==> config.mk <==
export PLATFORM = sky130hd
export DESIGN_NAME = binary_to_roman_numeral_core
export DESIGN_NICKNAME = d
export VERILOG_FILES = /design/src/rtl/core/b2r_pkg.sv /design/src/rtl/core/b2r_dabble.sv /design/src/rtl/core/binary_to_roman_numeral_core.sv
export SDC_FILE = /design/constraint.sdc
export NUM_CORES = 1
export LEC_CHECK = 0
export BUFFER_PORTS_ARGS = -buffer_cell sky130_fd_sc_hd__buf_2
export CAP_MARGIN = 30
export CORE_MARGIN = 4
export CORE_UTILIZATION = 57
export CTS_BUF_LIST = sky130_fd_sc_hd__clkbuf_2 sky130_fd_sc_hd__clkbuf_4 sky130_fd_sc_hd__clkbuf_8
export CTS_CLUSTER_DIAMETER = 80
export DETAILED_ROUTE_END_ITERATION = 10
export PLACE_DENSITY = 0.84
export SLEW_MARGIN = 20
export SYNTH_ARGS = -nofsm -noshare
export SYNTH_HDL_FRONTEND = slang
export SYNTH_SLANG_ARGS = --single-unit
==> constraint.sdc <==
create_clock -name clk_i -period 5.55 [get_ports clk_i]
set_input_delay 1.11 -clock clk_i [delete_from_list [all_inputs] [get_ports clk_i]]
set_output_delay 1.11 -clock clk_i [all_outputs]
set_load 0.005 [all_outputs]
==> src/rtl/core/b2r_pkg.sv <==
`timescale 1ns / 1ps
// ----------------------------------------------------------------------------
// b2r_pkg
// Shared types, constants and digit pattern functions for the binary to
// Roman numeral core.
// ----------------------------------------------------------------------------
package b2r_pkg;

  // Widths fixed by the beat fields
  localparam int unsigned VALUE_W     = 16;
  localparam int unsigned LETTER_W    = 3;
  localparam int unsigned DIGIT_W     = 4;
  localparam int unsigned INPUT_BITS_DEF = 16;

  // Letter codes
  localparam logic [LETTER_W-1:0] LTR_I = 3'd0;
  localparam logic [LETTER_W-1:0] LTR_X = 3'd2;
  localparam logic [LETTER_W-1:0] LTR_C = 3'd4;

  // Letter roles inside one decimal place
  localparam logic [1:0] ROLE_ONE  = 2'd0;
  localparam logic [1:0] ROLE_FIVE = 2'd1;
  localparam logic [1:0] ROLE_TEN  = 2'd2;

  // Decimal places, emitted hundreds first
  localparam logic [1:0] PLACE_HUND  = 2'd0;
  localparam logic [1:0] PLACE_TENS  = 2'd1;
  localparam logic [1:0] PLACE_UNITS = 2'd2;

  // Three BCD digits of value mod 1000
  typedef struct packed {
    logic [DIGIT_W-1:0] hund;
    logic [DIGIT_W-1:0] tens;
    logic [DIGIT_W-1:0] units;
  } b2r_bcd_t;

  typedef enum logic [1:0] {
    ST_IDLE,
    ST_CONV,
    ST_EMIT
  } b2r_state_e;

  // Number of letters for one digit
  function automatic logic [2:0] pat_len(input logic [DIGIT_W-1:0] d);
    logic [2:0] len;
    case (d)
      4'd0:    len = 3'd0;
      4'd1:    len = 3'd1;
      4'd2:    len = 3'd2;
      4'd3:    len = 3'd3;
      4'd4:    len = 3'd2;
      4'd5:    len = 3'd1;
      4'd6:    len = 3'd2;
      4'd7:    len = 3'd3;
      4'd8:    len = 3'd4;
      default: len = 3'd2;
    endcase
    return len;
  endfunction

  // Role of letter n within the pattern of digit d
  function automatic logic [1:0] pat_role(input logic [DIGIT_W-1:0] d,
                                          input logic [1:0]         n);
    logic [1:0] role;
    role = ROLE_ONE;
    case (d)
      4'd4: begin
        if (n == 2'd1) role = ROLE_FIVE;
      end
      4'd5, 4'd6, 4'd7, 4'd8: begin
        if (n == 2'd0) role = ROLE_FIVE;
      end
      4'd0, 4'd1, 4'd2, 4'd3: begin
        role = ROLE_ONE;
      end
      default: begin
        // nine: one then ten
        if (n == 2'd1) role = ROLE_TEN;
      end
    endcase
    return role;
  endfunction

endpackage

==> src/rtl/core/b2r_dabble.sv <==
`timescale 1ns / 1ps
// ----------------------------------------------------------------------------
// b2r_dabble
// Iterative shift-and-add-3 converter: one input bit per cycle into three
// BCD digits. Carries out of the hundreds digit are dropped, so the digits
// hold the value mod 1000.
// ----------------------------------------------------------------------------
module b2r_dabble #(
  parameter int unsigned INPUT_BITS = b2r_pkg::INPUT_BITS_DEF
) (
  input  logic                 clk_i,
  input  logic                 rst_ni,
  input  logic                 load_i,
  input  logic [INPUT_BITS-1:0] value_i,
  output logic                 done_o,
  output b2r_pkg::b2r_bcd_t    digits_o
);

  localparam int unsigned CNT_W = $clog2(INPUT_BITS + 1);
  localparam int unsigned BCD_W = 3 * b2r_pkg::DIGIT_W;

  logic [INPUT_BITS-1:0] sh_q, sh_d;
  logic [BCD_W-1:0]      bcd_q, bcd_d, adj;
  logic [CNT_W-1:0]      cnt_q, cnt_d;
  logic                  run_q, run_d;
  logic                  done_q, done_d;

  // Add 3 to every digit of 5 or more before the shift
  always_comb begin
    for (int i = 0; i < 3; i++) begin
      if (bcd_q[i*4 +: 4] >= 4'd5) adj[i*4 +: 4] = bcd_q[i*4 +: 4] + 4'd3;
      else adj[i*4 +: 4] = bcd_q[i*4 +: 4];
    end
  end

  // Step control
  always_comb begin
    sh_d   = sh_q;
    bcd_d  = bcd_q;
    cnt_d  = cnt_q;
    run_d  = run_q;
    done_d = 1'b0;
    if (load_i) begin
      sh_d  = value_i;
      bcd_d = '0;
      cnt_d = '0;
      run_d = 1'b1;
    end else if (run_q) begin
      sh_d  = sh_q << 1;
      bcd_d = {adj[BCD_W-2:0], sh_q[INPUT_BITS-1]};
      cnt_d = cnt_q + 1'b1;
      if (cnt_q == CNT_W'(INPUT_BITS - 1)) begin
        run_d  = 1'b0;
        done_d = 1'b1;
      end
    end
  end

  always_ff @(posedge clk_i or negedge rst_ni) begin
    if (!rst_ni) begin
      cnt_q  <= '0;
      run_q  <= 1'b0;
      done_q <= 1'b0;
    end else begin
      cnt_q  <= cnt_d;
      run_q  <= run_d;
      done_q <= done_d;
    end
  end

  // Datapath, no reset
  always_ff @(posedge clk_i) begin
    sh_q  <= sh_d;
    bcd_q <= bcd_d;
  end

  assign done_o   = done_q;
  assign digits_o = b2r_pkg::b2r_bcd_t'(bcd_q);

endmodule

==> src/rtl/core/binary_to_roman_numeral_core.sv <==
`timescale 1ns / 1ps
// ----------------------------------------------------------------------------
// binary_to_roman_numeral_core
// Converts one unsigned value per beat into the Roman letters of its
// hundreds, tens and units digits, one letter per result beat.
// ----------------------------------------------------------------------------
//  channel  | direction | handshake      | fields
//  ---------+-----------+----------------+------------------------------------
//  command  | in        | start & !busy  | bits_value_i
//  result   | out       | strobe_o       | roman_letter_o, letter_valid_o,
//           |           |                | run_last_o, decimal_value_o
//
// The accept edge loads the shift-and-add-3 unit, which shifts in all
// INPUT_BITS input bits and then signals done; the sequencer then emits one
// beat per letter, passing over each zero digit before the last letter.
// busy stays high until the sequencer is back in idle; the last beat shows in
// the first idle cycle, where a new command can already be accepted.
// Reset clears the sequencer and the strobe; the payload registers and the stored value are not reset.
// Results cannot be held off; each shows for exactly one cycle.
// ----------------------------------------------------------------------------
module binary_to_roman_numeral_core #(
  parameter int unsigned INPUT_BITS = b2r_pkg::INPUT_BITS_DEF
) (
  input  logic                            clk_i,
  input  logic                            rst_ni,
  input  logic                            start,
  output logic                            busy,
  input  logic [b2r_pkg::VALUE_W-1:0]     bits_value_i,
  output logic                            strobe_o,
  output logic [b2r_pkg::LETTER_W-1:0]    roman_letter_o,
  output logic                            letter_valid_o,
  output logic                            run_last_o,
  output logic [b2r_pkg::VALUE_W-1:0]     decimal_value_o
);

  b2r_pkg::b2r_state_e state_q, state_d;
  b2r_pkg::b2r_bcd_t   digits;

  logic [INPUT_BITS-1:0]          val_q;
  logic [INPUT_BITS-1:0]          in_ext;
  logic                           accept;
  logic                           conv_done;
  logic [1:0]                     place_q, place_d;
  logic [1:0]                     n_q, n_d;
  logic [b2r_pkg::DIGIT_W-1:0]    cur_digit;
  logic [2:0]                     cur_len;
  logic [1:0]                     cur_role;
  logic [b2r_pkg::LETTER_W-1:0]   one_code;
  logic                           rest_zero;
  logic                           tail_zero;
  logic                           is_last;

  logic                           strobe_q, strobe_d;
  logic [b2r_pkg::LETTER_W-1:0]   letter_q, letter_d;
  logic                           valid_q, valid_d;
  logic                           last_q, last_d;

  assign accept = start && (state_q == b2r_pkg::ST_IDLE);
  assign busy   = (state_q != b2r_pkg::ST_IDLE);
  assign in_ext = INPUT_BITS'(bits_value_i);

  b2r_dabble #(
    .INPUT_BITS (INPUT_BITS)
  ) u_dabble (
    .clk_i    (clk_i),
    .rst_ni   (rst_ni),
    .load_i   (accept),
    .value_i  (in_ext),
    .done_o   (conv_done),
    .digits_o (digits)
  );

  // Digit select and letter lookup for the current place
  always_comb begin
    case (place_q)
      b2r_pkg::PLACE_HUND: begin
        cur_digit = digits.hund;
        one_code  = b2r_pkg::LTR_C;
        tail_zero = (digits.tens == '0) && (digits.units == '0);
      end
      b2r_pkg::PLACE_TENS: begin
        cur_digit = digits.tens;
        one_code  = b2r_pkg::LTR_X;
        tail_zero = (digits.units == '0);
      end
      default: begin
        cur_digit = digits.units;
        one_code  = b2r_pkg::LTR_I;
        tail_zero = 1'b1;
      end
    endcase
  end

  assign cur_len   = b2r_pkg::pat_len(cur_digit);
  assign cur_role  = b2r_pkg::pat_role(cur_digit, n_q);
  assign rest_zero = (digits == '0);
  assign is_last   = ({1'b0, n_q} == cur_len - 3'd1) && tail_zero;

  // Sequencer: next state and result beat
  always_comb begin
    state_d  = state_q;
    place_d  = place_q;
    n_d      = n_q;
    strobe_d = 1'b0;
    letter_d = letter_q;
    valid_d  = valid_q;
    last_d   = last_q;
    case (state_q)
      b2r_pkg::ST_IDLE: begin
        if (start) state_d = b2r_pkg::ST_CONV;
      end
      b2r_pkg::ST_CONV: begin
        if (conv_done) begin
          state_d = b2r_pkg::ST_EMIT;
          place_d = b2r_pkg::PLACE_HUND;
          n_d     = 2'd0;
        end
      end
      b2r_pkg::ST_EMIT: begin
        if (rest_zero) begin
          // empty numeral: one beat, no letter
          strobe_d = 1'b1;
          letter_d = b2r_pkg::LTR_I;
          valid_d  = 1'b0;
          last_d   = 1'b1;
          state_d  = b2r_pkg::ST_IDLE;
        end else if ({1'b0, n_q} >= cur_len) begin
          // zero digit: move on
          place_d = place_q + 2'd1;
          n_d     = 2'd0;
        end else begin
          strobe_d = 1'b1;
          letter_d = one_code + b2r_pkg::LETTER_W'(cur_role);
          valid_d  = 1'b1;
          last_d   = is_last;
          if (is_last) begin
            state_d = b2r_pkg::ST_IDLE;
          end else if ({1'b0, n_q} == cur_len - 3'd1) begin
            place_d = place_q + 2'd1;
            n_d     = 2'd0;
          end else begin
            n_d = n_q + 2'd1;
          end
        end
      end
      default: begin
        state_d = b2r_pkg::ST_IDLE;
      end
    endcase
  end

  always_ff @(posedge clk_i or negedge rst_ni) begin
    if (!rst_ni) begin
      state_q  <= b2r_pkg::ST_IDLE;
      place_q  <= b2r_pkg::PLACE_HUND;
      n_q      <= 2'd0;
      strobe_q <= 1'b0;
    end else begin
      state_q  <= state_d;
      place_q  <= place_d;
      n_q      <= n_d;
      strobe_q <= strobe_d;
    end
  end

  // Payload registers
  always_ff @(posedge clk_i) begin
    letter_q <= letter_d;
    valid_q  <= valid_d;
    last_q   <= last_d;
    if (accept) val_q <= in_ext;
  end

  assign strobe_o        = strobe_q;
  assign roman_letter_o  = letter_q;
  assign letter_valid_o  = valid_q;
  assign run_last_o      = last_q;
  assign decimal_value_o = b2r_pkg::VALUE_W'(val_q);

endmodule

==> results.md <==
- Total Power: 1.863 mW
- R2R Path Start: place_q[0]
- I/O Buffers: 41
- Nets: roughly 340
- Clk_lat worst skew: ~340 ps
- Synth top area share: 36.48%
- Mapped Avg Cell Area: roughly 12 sq um
- FF-to-FF setup slack: between 2000 and 2500 ps
- Dpl cell area: 3329 sq um
- Post-CTS sizing: 0
- Vias in the first global route: 1928
- Status: finished, final reports clean
- Final GP Congestion: between 0.9 and 1
- Final hold violation count: 0
- # hold bufs at CTS: 0
- Final non-filler cell total: about 380
- WL per Instance: 14.97 um
- Inserted Diodes: 0
- Hold EP: state_q[0]
- Sink Count: 63
- FP Rows: 26
- Num ports: 42
- Final WL: ~5700 um
- Initial antenna violation count: 0
- Max incr delay on CP: 400 ps
- Commonest non-fill, non-tap cell in the layout: buf_2
- DP Cell Count: roughly 360
- Hpwl dp: 4119 um
- Hold path start: u_dabble.done_o
- Period minus WS final: roughly 3300 ps
- Main flop type after synthesis: edfxtp_1
- Mapped cell area: 3045 sq um
- CTS tree: done
- Post-Layout Inst Area: between 3000 and 4000 sq um
- Worst vdd ir: 0.3218 mV
- Commonest cells after routing, fill and taps aside: buf_2, edfxtp_1, nor2_1
- Unique masters post-synth: 39
- FF-to-FF path depth: 14
- Syn Inst Count: 256
- Gr ovfl total: 0
- Pre-antenna DRT Iters: 7
- Worst setup path category: flop to flop
- DRC violations left: 0
- Starting density of the core: 59.25%
- CP arrival: around 3600 ps
- Die X: 81.10 um
- Worst setup margin: 2217 ps
- Crit-path slowest cell: dfrtp_1
- Pin count of the biggest net entering global routing: 27
- CP dominant cell by count: ha_1
- Die area: 6576 sq um
- Setup TNS: 0 ps
- First-pass GRT wire length: 8942 um
- Clock buffer depth: 2
- RR Endpoint: place_q[1]
- Post-synth EDFFs: 37
- RSZ-0062 raised after global routing: no
- Worst path required time: between 5000 and 6000 ps
- Final core utilization: 68.06%
- Final Cycle Share: between 60% and 70%
- #FFs+latches synth: 63
- Post-detailed-route count of antenna-violating nets: 0
- Worst Setup Slack post-DPL: 2322 ps
- Pwr Density: about 530 nW/um^2
- Fin. max-slew vios: 0
- Initial DRC Count: about 110
- Clock root cell: clkbuf_8
- GRT Total Usage: 18.56%
- Setup crit start kind: flop
- F_max: 300.0 MHz
- Crit Path Max Fanout: 6
- Setup Viol. Count Final: 0
- Share of layout cells above drive strength 1: 26.62%
- Fin Hold WS: around 470 ps
- DR vias/cell: 5.447
- Vias after detailed routing: 2059
- Clock Skews: 4.302 ps
- Synth top area cells: edfxtp_1, dfrtp_1, ha_1
- TritonCTS Buffers: 9
- Cell accounting for the most synthesized area: edfxtp_1
- Worst path cell trace: inv_1 -> ha_1 -> a22o_1 -> a21o_1 -> nor2_1 -> a21oi_1 -> nor2b_1 -> ha_1 -> xor2_1 -> nor3b_1 -> a21boi_0 -> mux2i_1 -> o21ai_0 -> a32o_1
- H-tree depth: 3
- Ys async rst share: 22.22%
- Synthesized Nets: 296
- Clk slew on worst S/H paths: 70 ps
- Cell depth of the worst hold path: 1
- Hold crit path type: flop to flop
- Post-CTS setup buffer count: 0
- Leak pwr: 1.506 nW
- CP endpoint kind: flop
- Core area: 5140 sq um
- Yosys warns: 0
- Least-Margin Pin Slew: about 750 ps
- MaxCap Viol Count: 0
- Die height: 81.10 um
- Sequential share of the synthesized area: 55.88%
- Relative slew slack: 49.72%
- P&R area growth vs syn: 14.87%
==> report_power, final <==
| group | switching, mW | leakage [nW] | internal (mW) |
|---|---|---|---|
| logic | 0.392 | 0.792 | 0.325 |
| clock network | 0.175 | 0.0831 | 0.164 |
| registers | 0.123 | 0.631 | 0.683 |
==> area by class of cell <==
cell class | count | area (sq um)
Clock buffer | 10 | 131.4
Clock inverter | 6 | 37.54
Fill cell | 385 | 1642
Inverter | 17 | 63.81
Multi-Input combinational cell | 169 | 1256
Sequential cell | 63 | 1702
Tap cell | 70 | 87.58
Timing Repair Buffer | 43 | 220.2
==> Yosys cell counts (6+ instances only) <==
cell / n
edfxtp_1: 37
nor2_1: 22
ha_1: 21
inv_1: 17
a21oi_1: 15
mux2_2: 15
dfrtp_1: 14
dfxtp_1: 12
nand2_1: 12
o21ai_0: 11
mux2i_1: 9
nand2b_1: 7
xor2_1: 6
==> routing by layer <==
metal	vias to the layer above	part of all wire, %	global-route usage [%]
met1	986	43	22.88
met3	14	3.9	4.213
met5	-	0	0
li1	1012	-	-
met4	0	3.0	13.01
met2	47	50	28.82
==> logic make-up (layout without fill, tap and decap cells) <==
logic type | Yosys count | in the layout | synth area share, %
buffers and inverters | 24 | 76 | 3.040
AND/OR/NAND/NOR | 70 | 70 | 11.75
XOR/XNOR | 10 | 10 | 2.876
multiplexers | 24 | 24 | 8.505
adder cells (fa/ha/maj) | 21 | 21 | 8.628
flip-flops | 63 | 63 | 55.88
AO/OA/AOI/OAI | 44 | 44 | 9.326
==> worst max path at each step <==
stage | to | slack (ps) | cells past startpoint | startpoint
6_report | place_q[1] | 2220 | 14 | place_q[0]
5_1_grt | place_q[1] | 1920 | 14 | place_q[0]
4_1_cts | place_q[1] | 2250 | 14 | place_q[0]
3_5_place_dp | place_q[0] | 2320 | 14 | place_q[0]
3_3_place_gp | place_q[0] | 2530 | 14 | place_q[0]
2_1_floorplan | place_q[0] | 2690 | 14 | place_q[0]
==> worst max-delay path, delay by kind of cell (launching register included) <==
kind                     cells  cell delay, ps
multiplexers                 1             300
XOR/XNOR                     1             250
buffers and inverters        1              90
AO/OA/AOI/OAI                6            1080
adder cells (fa/ha/maj)      2             540
flip-flops                   1             400
AND/OR/NAND/NOR              3             560
==> flip-flops by register name, indices dropped and copies added, names as in the netlist <==
name / cells
roman_letter_o: 3
decimal_value_o: 16
u_dabble.done_o: 1
u_dabble.run_q: 1
u_dabble.digits_o: 12
run_last_o: 1
letter_valid_o: 1
n_q: 2
u_dabble.sh_q: 16
u_dabble.cnt_q: 5
strobe_o: 1
place_q: 2
state_q: 2
No activity file was read; power rests on OpenSTA's default activity.
